--- config.mk ---
export PLATFORM = sky130hd
export DESIGN_NAME = job_countdown_table_with_free_list
export DESIGN_NICKNAME = d
export VERILOG_FILES = /design/src/hw/rtl/jctfl_pkg.sv /design/src/hw/rtl/jctfl_ctrl.sv /design/src/hw/rtl/jctfl_dp.sv /design/src/hw/rtl/job_countdown_table_with_free_list.sv
export SDC_FILE = /design/constraint.sdc
export NUM_CORES = 2
export LEC_CHECK = 0
export BUFFER_PORTS_ARGS = -buffer_cell sky130_fd_sc_hd__buf_2
export CAP_MARGIN = 20
export CORE_MARGIN = 5
export CORE_UTILIZATION = 50
export DETAILED_ROUTE_END_ITERATION = 8
export HOLD_SLACK_MARGIN = 0.12
export MAX_ROUTING_LAYER = met4
export PLACE_DENSITY_LB_ADDON = 0.25
export SKIP_LAST_GASP = 1
export SLEW_MARGIN = 10
export SYNTH_ARGS = -nofsm -noshare
export SYNTH_HDL_FRONTEND = slang
export SYNTH_HIERARCHICAL = 1
export SYNTH_SLANG_ARGS = --single-unit
--- constraint.sdc ---
create_clock -name clk_i -period 4.95 [get_ports clk_i]
set_clock_uncertainty 0.15 [all_clocks]
set_input_delay 0.495 -clock clk_i [delete_from_list [all_inputs] [get_ports clk_i]]
set_output_delay 0.495 -clock clk_i [all_outputs]
set_load 0.01 [all_outputs]
--- src/hw/rtl/jctfl_pkg.sv ---
// ----------------------------------------------------------------------------
// jctfl_pkg
// Shared types for the job countdown table: controller states and the
// command bundle from controller to datapath.
// ----------------------------------------------------------------------------
package jctfl_pkg;

  typedef enum logic [2:0] {
    S_IDLE   = 3'b001,
    S_SERVE  = 3'b010,
    S_FINISH = 3'b100
  } state_e;

  typedef struct packed {
    logic latch;   // capture request fields
    logic serve;   // match, decrement, free slot
    logic finish;  // pop free slot, insert, load result
  } cmd_t;

endpackage

--- src/hw/rtl/jctfl_ctrl.sv ---
// ----------------------------------------------------------------------------
// jctfl_ctrl
// Sequencer for one request: capture, serve step, insert step with result
// hand-off. Owns the result valid flag.
// ----------------------------------------------------------------------------
module jctfl_ctrl (
  input  logic          clk_i,
  input  logic          rst_ni,
  input  logic          in_valid_i,
  output logic          in_ready_o,
  output logic          out_valid_o,
  input  logic          out_ready_i,
  output jctfl_pkg::cmd_t cmd_o
);
  import jctfl_pkg::*;

  state_e state_q, state_d;
  logic   out_valid_q, out_valid_d;
  logic   out_free;

  assign in_ready_o  = (state_q == S_IDLE);
  assign out_valid_o = out_valid_q;
  assign out_free    = !out_valid_q || out_ready_i;

  always_comb begin
    state_d      = state_q;
    out_valid_d  = out_valid_q && !out_ready_i;
    cmd_o        = '0;
    unique case (state_q)
      S_IDLE: begin
        if (in_valid_i) begin
          cmd_o.latch = 1'b1;
          state_d     = S_SERVE;
        end
      end
      S_SERVE: begin
        cmd_o.serve = 1'b1;
        state_d     = S_FINISH;
      end
      S_FINISH: begin
        if (out_free) begin
          cmd_o.finish = 1'b1;
          out_valid_d  = 1'b1;
          state_d      = S_IDLE;
        end
      end
      default: begin
        state_d = S_IDLE;
      end
    endcase
  end

  always_ff @(posedge clk_i or negedge rst_ni) begin
    if (!rst_ni) begin
      state_q     <= S_IDLE;
      out_valid_q <= 1'b0;
    end else begin
      state_q     <= state_d;
      out_valid_q <= out_valid_d;
    end
  end

endmodule

--- src/hw/rtl/jctfl_dp.sv ---
// ----------------------------------------------------------------------------
// jctfl_dp
// Datapath: slot table, free-slot circular queue, no-job register, request
// capture and result register.
// ----------------------------------------------------------------------------
module jctfl_dp #(
  parameter int SLOTS      = 16,
  parameter int ID_BITS    = 16,
  parameter int COUNT_BITS = 8
) (
  input  logic                  clk_i,
  input  logic                  rst_ni,
  input  jctfl_pkg::cmd_t       cmd_i,
  input  logic                  cfg_we_i,
  input  logic [ID_BITS-1:0]    cfg_wdata_i,
  input  logic [ID_BITS-1:0]    served_job_id_i,
  input  logic [ID_BITS-1:0]    new_job_id_i,
  input  logic [COUNT_BITS-1:0] new_job_count_i,
  output logic [ID_BITS-1:0]    result_job_id_o,
  output logic                  action_o,
  output logic                  retired_o
);
  import jctfl_pkg::*;

  localparam int QDEPTH = SLOTS + 1;
  localparam int SW     = (SLOTS > 1) ? $clog2(SLOTS) : 1;
  localparam int QW     = $clog2(QDEPTH);
  localparam logic [ID_BITS-1:0] ID_LOW16 = ID_BITS'(32'h0000_FFFF);

  logic [ID_BITS-1:0]    no_job_q;
  logic [ID_BITS-1:0]    served_q;
  logic [ID_BITS-1:0]    new_id_q;
  logic [COUNT_BITS-1:0] new_cnt_q;

  logic [ID_BITS-1:0]    slot_id_q  [SLOTS];
  logic [COUNT_BITS-1:0] slot_cnt_q [SLOTS];
  logic [QW-1:0]         fq_q       [QDEPTH];
  logic [QW-1:0]         head_q, tail_q;

  logic [ID_BITS-1:0]    res_id_q;
  logic                  act_q;
  logic [ID_BITS-1:0]    out_id_q;
  logic                  out_act_q;

  // serve step
  logic [SLOTS-1:0]      hit;
  logic                  any_hit;
  logic [SW-1:0]         hit_idx;
  logic [COUNT_BITS-1:0] dec_cnt;
  logic                  dec_zero;
  logic [QW-1:0]         tail_nxt;
  logic                  push_ok;

  // insert step
  logic [QW-1:0]         head_nxt;
  logic                  pop_ok;
  logic [QW-1:0]         pop_slot;
  logic                  ins_ok;

  always_comb begin
    for (int i = 0; i < SLOTS; i++) begin
      hit[i] = (slot_id_q[i] == served_q);
    end
  end

  // lowest matching index wins
  always_comb begin
    hit_idx = '0;
    for (int i = SLOTS - 1; i >= 0; i--) begin
      if (hit[i]) hit_idx = SW'(i);
    end
  end

  assign any_hit  = (served_q != no_job_q) && (|hit);
  assign dec_cnt  = slot_cnt_q[hit_idx] - COUNT_BITS'(1);
  assign dec_zero = (dec_cnt == '0);
  assign tail_nxt = (tail_q == QW'(SLOTS)) ? '0 : tail_q + QW'(1);
  assign push_ok  = (tail_nxt != head_q);

  assign head_nxt = (head_q == QW'(SLOTS)) ? '0 : head_q + QW'(1);
  assign pop_ok   = (new_id_q != no_job_q) && (head_q != tail_q);
  assign pop_slot = fq_q[head_q];
  assign ins_ok   = pop_ok && (pop_slot < QW'(SLOTS));

  always_ff @(posedge clk_i or negedge rst_ni) begin
    if (!rst_ni) begin
      no_job_q <= ID_LOW16;
    end else if (cfg_we_i) begin
      no_job_q <= cfg_wdata_i & ID_LOW16;
    end
  end

  always_ff @(posedge clk_i) begin
    if (cmd_i.latch) begin
      served_q  <= served_job_id_i;
      new_id_q  <= new_job_id_i;
      new_cnt_q <= new_job_count_i;
    end
    if (cmd_i.serve) begin
      res_id_q <= any_hit ? served_q : no_job_q;
      act_q    <= any_hit && dec_zero;
    end
    if (cmd_i.finish) begin
      out_id_q  <= res_id_q & ID_LOW16;
      out_act_q <= act_q;
    end
  end

  always_ff @(posedge clk_i or negedge rst_ni) begin
    if (!rst_ni) begin
      for (int i = 0; i < SLOTS; i++) begin
        slot_id_q[i]  <= ID_LOW16;
        slot_cnt_q[i] <= '0;
      end
    end else if (cmd_i.serve && any_hit) begin
      if (dec_zero) begin
        slot_id_q[hit_idx]  <= no_job_q;
        slot_cnt_q[hit_idx] <= '0;
      end else begin
        slot_cnt_q[hit_idx] <= dec_cnt;
      end
    end else if (cmd_i.finish && ins_ok) begin
      slot_id_q[pop_slot[SW-1:0]]  <= new_id_q;
      slot_cnt_q[pop_slot[SW-1:0]] <= new_cnt_q;
    end
  end

  always_ff @(posedge clk_i or negedge rst_ni) begin
    if (!rst_ni) begin
      for (int i = 0; i < QDEPTH; i++) begin
        fq_q[i] <= (i < SLOTS) ? QW'(i) : '0;
      end
      head_q <= '0;
      tail_q <= QW'(SLOTS);
    end else if (cmd_i.serve && any_hit && dec_zero && push_ok) begin
      fq_q[tail_q] <= QW'(hit_idx);
      tail_q       <= tail_nxt;
    end else if (cmd_i.finish && pop_ok) begin
      head_q <= head_nxt;
    end
  end

  assign result_job_id_o = out_id_q;
  assign action_o        = out_act_q;
  assign retired_o       = out_act_q;

endmodule

--- src/hw/rtl/job_countdown_table_with_free_list.sv ---
// ----------------------------------------------------------------------------
// job_countdown_table_with_free_list
// Job slot table with per-slot countdown and a circular free-slot queue.
// ----------------------------------------------------------------------------
// Each request passes through three controller states: the idle state captures
// it on acceptance, the serve state runs the parallel match over all slots with
// decrement and slot release, and the finish state pops a free slot, inserts
// the new job and loads the result register, which raises the result valid
// flag. The controller handles one request at a time and takes no new request
// until the finish state has run; the input is accepted again while a result
// still waits in the output register, and the insert step waits only while
// that register is full and not being read. One result is returned per request.
module job_countdown_table_with_free_list #(
  parameter int SLOTS      = 16,
  parameter int ID_BITS    = 16,
  parameter int COUNT_BITS = 8
) (
  input  logic                  clk_i,
  input  logic                  rst_ni,
  input  logic                  cfg_we_i,
  input  logic [ID_BITS-1:0]    cfg_wdata_i,
  input  logic                  in_valid_i,
  output logic                  in_ready_o,
  input  logic [ID_BITS-1:0]    served_job_id_i,
  input  logic [ID_BITS-1:0]    new_job_id_i,
  input  logic [COUNT_BITS-1:0] new_job_count_i,
  output logic                  out_valid_o,
  input  logic                  out_ready_i,
  output logic [ID_BITS-1:0]    result_job_id_o,
  output logic                  action_o,
  output logic                  retired_o
);
  import jctfl_pkg::*;

  cmd_t cmd;

  jctfl_ctrl u_ctrl (
    .clk_i       (clk_i),
    .rst_ni      (rst_ni),
    .in_valid_i  (in_valid_i),
    .in_ready_o  (in_ready_o),
    .out_valid_o (out_valid_o),
    .out_ready_i (out_ready_i),
    .cmd_o       (cmd)
  );

  jctfl_dp #(
    .SLOTS      (SLOTS),
    .ID_BITS    (ID_BITS),
    .COUNT_BITS (COUNT_BITS)
  ) u_dp (
    .clk_i           (clk_i),
    .rst_ni          (rst_ni),
    .cmd_i           (cmd),
    .cfg_we_i        (cfg_we_i),
    .cfg_wdata_i     (cfg_wdata_i),
    .served_job_id_i (served_job_id_i),
    .new_job_id_i    (new_job_id_i),
    .new_job_count_i (new_job_count_i),
    .result_job_id_o (result_job_id_o),
    .action_o        (action_o),
    .retired_o       (retired_o)
  );

endmodule

* After elaboration in Yosys (flattened, before gate mapping)
Index checks and enable logic that the tools add are counted.
W data, S select, Z words.
** Cells by class
- $add $sub $neg :: 3
- $mul :: 0
- Div/mod/pow operators :: 0
- Order comparisons :: 8
- Eq/ne operators :: 28
- Shift-type cells :: 0
- Mux-type cells :: 56
- Bitwise logic cells :: 7
- Reduce and logical (&&, ||, !) cells :: 22
** Operators with widths (number)
- $mux W256 :: 3
- $bwmux W256 :: 2
- $mux W128 :: 3
- $bwmux W128 :: 2
- $eq A16 B16 Y1 :: 16
- $and A128 B128 Y128 :: 1
- $demux W16 S4 :: 2
- $not A128 Y128 :: 1
- $bwmux W85 :: 1
- $demux W8 S4 :: 2
- $mux W4 :: 16
- $mux W16 :: 3
- $bmux W8 S4 :: 1
- $mux W8 :: 4
- $ne A16 B16 Y1 :: 2
- $bmux W5 S5 :: 1
- $demux W5 S5 :: 1
- $mux W5 :: 5
- $reduce_or A16 Y1 :: 1
- $logic_and A1 B1 Y1 :: 13
- $ge A6 B6 Y1 const B :: 2
- $not A5 Y6 :: 2
- $add A5 B1 Y5 const B :: 2
- $eq A5 B5 Y1 const B :: 2
- 21 further kinds :: 36
** Word-level totals
- Bits in registers :: 573
- Latch bits :: 0
- RAM bits :: 0
- Memory bits (read-only) :: 0
- Input bits :: 61
- Output and inout port bits :: 20
- Memories :: 0

* Longest topological paths before layout
- Depth in word-level cells :: 27
- Mapped depth :: 27

* By module
Netlist, hierarchy kept.
** By module, submodules not included
- jctfl_dp :: times used 1, cells an instance 2848, area each 31778.0 µm², seq. area each 14565.2 µm²
- jctfl_ctrl :: times used 1, cells an instance 19, area each 221.5 µm², seq. area each 101.3 µm²

* Least setup slack after synthesis
OpenSTA, ideal clock, no wires.
- Path kind :: reg2reg
- Start point :: register u_dp.served_q[13]
- End point :: register u_dp/fq_q[27] (netlist name)
- Setup time :: 0.128 ns
- Arrival time :: 5.167 ns
- Required time :: 4.672 ns
- Slack :: -0.495 ns
- Cell stages (with the launch flop) :: 26
- Cell sequence :: edfxtp_1 > buf_6 > buf_6 > xnor2_1 > nand4_1 > nor4_4 > nor4_1 > a211o_1 > buf_6 > a21oi_2 > buf_6 > buf_6 > mux2i_1 > o22a_1 > and3_1 > buf_4 > clkbuf_1 > ha_1 > inv_1 > a41o_1 > a211oi_2 > o21ai_1 > a2111oi_4 > buf_8 > nand3_4 > mux2_1
** Between the ends
- Cells in the longest elaborated chain, start to end :: 25
- Elaborated cells between the ends (all ways) :: 45
- Classes of those cells :: 1 x add/sub; 17 x eq/ne; 20 x mux; 1 x bitwise; 6 x reduce/logical
** RTL lines
- from (decl) :: RTL line jctfl_dp.sv:31 : logic [ID_BITS-1:0] served_q;
- from (signal assigned) :: RTL line jctfl_dp.sv:95 : served_q <= served_job_id_i;
- $eq A16 B16 Y1 :: RTL line jctfl_dp.sv:62 : hit[i] = (slot_id_q[i] == served_q);
- $mux W4 (16 in a row) :: RTL line jctfl_dp.sv:70 : if (hit[i]) hit_idx = SW'(i);
- $not A4 Y5 (not written as such) :: RTL line jctfl_dp.sv:75 : assign dec_cnt = slot_cnt_q[hit_idx] - COUNT_BITS'(1);
- $bmux W8 S4 :: RTL line jctfl_dp.sv:75
- $mux W8 (not written as such) (2 in a row) :: RTL line jctfl_dp.sv:75
- $sub A8 B1 Y8 :: RTL line jctfl_dp.sv:75
- $logic_not A8 Y1 :: RTL line jctfl_dp.sv:76 : assign dec_zero = (dec_cnt == '0);
- $logic_and A1 B1 Y1 (2 in a row) :: RTL line jctfl_dp.sv:135 : end else if (cmd_i.serve && any_hit && dec_zero && push_ok) begin
- to (signal, indexed assignment) :: RTL line jctfl_dp.sv:131 : fq_q[i] <= (i < SLOTS) ? QW'(i) : '0;
- to (signal, indexed assignment) :: RTL line jctfl_dp.sv:136 : fq_q[tail_q] <= QW'(hit_idx);
- to (decl) :: RTL line jctfl_dp.sv:37 : logic [QW-1:0] fq_q [QDEPTH];
Several ways; a longest one is shown, not always the timed one. The select of a mux whose other input is x is not followed.
A chain may end at the register's enable or synchronous reset.

* Worst setup path in the final report
- Start point :: register u_dp.served_q[0]
- End point :: register u_dp/slot_id_q[118] (netlist name)
** Between the ends
- Cells in the longest elaborated chain, start to end :: 25
- Elaborated cells between the ends (all ways) :: 53
- Classes of those cells :: 1 x add/sub; 2 x order compare; 18 x eq/ne; 24 x mux; 1 x bitwise; 7 x reduce/logical
** RTL lines
- $eq A16 B16 Y1 :: RTL line jctfl_dp.sv:62
- $mux W4 (16 in a row) :: RTL line jctfl_dp.sv:70
- $not A4 Y5 (not written as such) :: RTL line jctfl_dp.sv:75, jctfl_dp.sv:117
- $bmux W8 S4 (tied with other cells) :: RTL line jctfl_dp.sv:75
- $mux W8 (not written as such) / $logic_and A1 B1 Y1 (equally long branches) :: RTL line jctfl_dp.sv:75, jctfl_dp.sv:117
- $mux W8 (not written as such) / $mux W16 (equally long branches) :: RTL line jctfl_dp.sv:75, jctfl_dp.sv:117
- $sub A8 B1 Y8 / $demux W16 S4 (equally long branches) :: RTL line jctfl_dp.sv:75, jctfl_dp.sv:117
- $logic_not A8 Y1 / $bwmux W256 (equally long branches) :: RTL line jctfl_dp.sv:76, jctfl_dp.sv:117
- $ne A2 B1 Y1 (no line) / $mux W256 (equally long branches)
- $reduce_and A2 Y1 (no line) / $mux W256 (equally long branches)
- to (signal, indexed assignment) :: RTL line jctfl_dp.sv:117 : slot_id_q[hit_idx] <= no_job_q;
- to (signal, indexed assignment) :: RTL line jctfl_dp.sv:123 : slot_id_q[pop_slot[SW-1:0]] <= new_id_q;
- to (decl) :: RTL line jctfl_dp.sv:35 : logic [ID_BITS-1:0] slot_id_q [SLOTS];
Several ways; a longest one is shown, not always the timed one. The select of a mux whose other input is x is not followed.

==> impl_metrics.tcl <==
set metrics [dict create \
    rows 92 \
    drive_gt1_share_pct 42.8 \
    final_antenna_net_count 0 \
    start_kind "flop" \
    worstPathMaxFanout 8 \
    finalCoreUtilization_pct 64.6 \
    ys_seq_area_share_pct 45.8 \
    viasPerCell 6.55 \
    power.leakage_nw 17.2 \
    cts_tree "built" \
    synth_edf_count 74 \
    die_y_um 263 \
    crit_type "reg -> reg" \
    worstMarginPinSlew_ns 1.19 \
    clock_latency_ns 0.64 \
    fmax_mhz 175 \
    period_needed_ns 5.71 \
    p_per_area_mw_per_mm2 330 \
    drc 0 \
    vias 27332 \
    dp_hpwl_um 79900 \
    place.gp.congestion 0.987 \
    netlist_top_cells_area "dfstp_2 (25%), dfrtp_1 (14%), edfxtp_1 (6.9%)" \
    grt_pass1_wl_um 180000 \
    postSynthAreaPerCell_sq_um 11.2 \
    hp-class "in -> reg" \
    setup_viol 463 \
    root_buffer "clkbuf_16" \
    dieWidth_um 263 \
    portBuffers 80 \
    cts.path.max_buffers 3 \
    grt_pass1_vias 27590 \
    arrival_ns 6.10 \
    instances_no_fill 4172 \
    synth_compound_area_share_pct 16.4 \
    finalCritPeriodShare_pct 115 \
    hold_violations 0 \
    numCtsBuffers 66 \
    yosys_warnings 6 \
    synth_xor_area_share_pct 8.38 \
    rsz0062_at_grt "yes" \
    htreeDepth 3 \
    clock-sinks 556 \
    syn_to_final_growth_pct 27.6 \
    syn_inst 2867 \
    yosys-top-cells-count "dfstp_2 (306), nand2_1 (297), xor2_1 (214)" \
    synth_area_sq_mm 0.0320 \
    drt-initial-drc-count 3292 \
    synth_fa_ha_area_share_pct 0.313 \
    core_sq_mm 0.0632 \
    wl_per_cell_um 29.6 \
    drt_first_pass_iters 8 \
    grt_usage_pct 34.9 \
    synthArstFlopShare_pct 86.7 \
    synth_most_common_cell "dfstp_2" \
    yosys.area_share.simple_pct 9.92 \
    outcome "finished, violations left" \
    placedCellCount 3928 \
    start_util_pct 50.6 \
    cp.required_ns 5.34 \
    ys_seq_elements 556 \
    synth_mux_area_share_pct 14.6 \
    synth_top_family_by_area "compound AO/OA/AOI/OAI gates" \
    grt_max_degree 118 \
    yosys.area.top_type "dfstp_2" \
    nNetsFinal 3341 \
    n_antenna_cell 0 \
    cap_violations 0 \
    setup_ws_ns -0.757 \
    finalMaxSlewViolations 0 \
    overflow 0 \
    synth_top_area_share_pct 25.1 \
    violations "negative setup slack" \
    clk_pin_slew_ns 0.06 \
    dominantRegCellSynth "dfstp_2" \
    ys_types 91 \
    num_io_pins 81 \
    vdd_drop_max_v 0.000461 \
    syn_nets 2936 \
    fp.dieArea_sq_mm 0.0692 \
    antenna_found_initial 1 \
    max-slew-margin-rel_pct 20.9 \
    wl_um 123000 \
    crit_path_end_kind "flop" \
]
## power breakdown
part / switching, mW / internal [mW] / total (mW)
clock: 2.11 / 2.88 / 4.99
sequential: 0.339 / 4.96 / 5.30
combinational: 1.93 / 1.24 / 3.17
## flip-flops by register name, summed over array words and instances, names as in the netlist
register and count:
u_ctrl/out_valid_o 1, u_ctrl/state_q 3, u_dp/act_q 1, u_dp/action_o 1, u_dp/fq_q 68, u_dp/head_q 5
u_dp/new_cnt_q 8, u_dp/new_id_q 16, u_dp/no_job_q 16, u_dp/res_id_q 16, u_dp/result_job_id_o 16, u_dp/served_q 16
u_dp/slot_cnt_q 128, u_dp/slot_id_q 256, u_dp/tail_q 5
## cells by family after synthesis
group	Yosys count
AND/OR/NAND/NOR	625
AO/OA/AOI/OAI	695
buffers and inverters	276
adder cells (fa/ha/maj)	8
multiplexers	401
XOR/XNOR	306
flip-flops	556
## metrics by stage
stage	setup WS [ns]	cell area, sq um	hold slack (ns)	power (mW)	setup TNS, ns
global route	-0.886	40800	0.239	13.8	-341.44
floorplan	-0.131	32300	0.0494	6.76	-24.75
CTS	-0.635	40100	0.211	13.3	-240.26
detailed placement	-0.895	36000	0.255	8.14	-342.65
global placement	-0.771	36000	0.254	8.10	-304.49
finish	-0.757	40800	0.236	13.5	-289.11
## layout by cell type, fill, tap and decap left out, types with 79 or more instances in the layout
cell,Yosys,routed
buf_4,14,341
dfstp_2,306,306
nand2_1,297,296
xor2_1,214,214
a22o_1,211,211
mux2_4,3,180
dfrtp_1,176,176
o21ai_0,175,124
mux2_2,164,109
nor2_1,94,91
xnor2_1,92,81
buf_2,20,79
## critical path, cell delays in order, from the launching register on
cell and delay [ns]:
edfxtp_1 0.40, buf_4 0.20, xnor2_1 0.24, nand4_1 0.30
nor4_4 0.33, buf_4 0.21, nor4_4 0.05, a211o_1 0.34
buf_12 0.16, a21oi_4 0.17, buf_6 0.16, buf_4 0.14
mux2i_1 0.31, o32ai_1 0.18, buf_4 0.16, nand4bb_1 0.25
buf_4 0.20, a211oi_2 0.21, o21ai_2 0.11, a21o_4 0.28
buf_6 0.14, buf_6 0.12, a21oi_4 0.21, buf_12 0.14
buf_16 0.13, mux2_4 0.30
## metal layers
layer / global-route usage (%) / part of all wire (%)
met1: 44.9 / 39
met2: 52.2 / 45
met3: 7.38 / 9.9
met4: 18.4 / 6.9
met5: - / 0
## final cells by class
| cell class | instances | area (sq um) |
|---|---|---|
| fillers | 4785 | 22400 |
| clock buffers | 98 | 1900 |
| inverters | 27 | 104 |
| repair buffers | 586 | 5460 |
| multi-input cells | 2035 | 17300 |
| well taps | 846 | 1060 |
| flip-flops and latches | 556 | 14700 |
| clock inverters | 24 | 337 |
## timing repair
item                                    CTS  global route
pin swaps                                41            50
endpoints found under the setup margin  463           463
gates cloned                              8             2
hold buffers                             59             0
endpoints found under the hold margin   168             0
setup buffers                            42            19
resized for setup                       183           169
## path summary, 6_finish.rpt
path	from	to	slack (ns)	cells past startpoint
max	u_dp/served_q[0]	u_dp/slot_id_q[118]	-0.76	25
min	cfg_we_i	u_dp/no_job_q[7]	0.24	2
max reg2reg	u_dp/served_q[0]	u_dp/slot_id_q[118]	-0.76	25
min reg2reg	u_dp/res_id_q[3]	u_dp/result_job_id_o[3]	0.27	0
max in group asynchronous	rst_ni	u_ctrl/out_valid_o	2.95	3
min in group asynchronous	rst_ni	u_dp/slot_cnt_q[26]	0.39	2
Power figures use the tool's default switching activity.
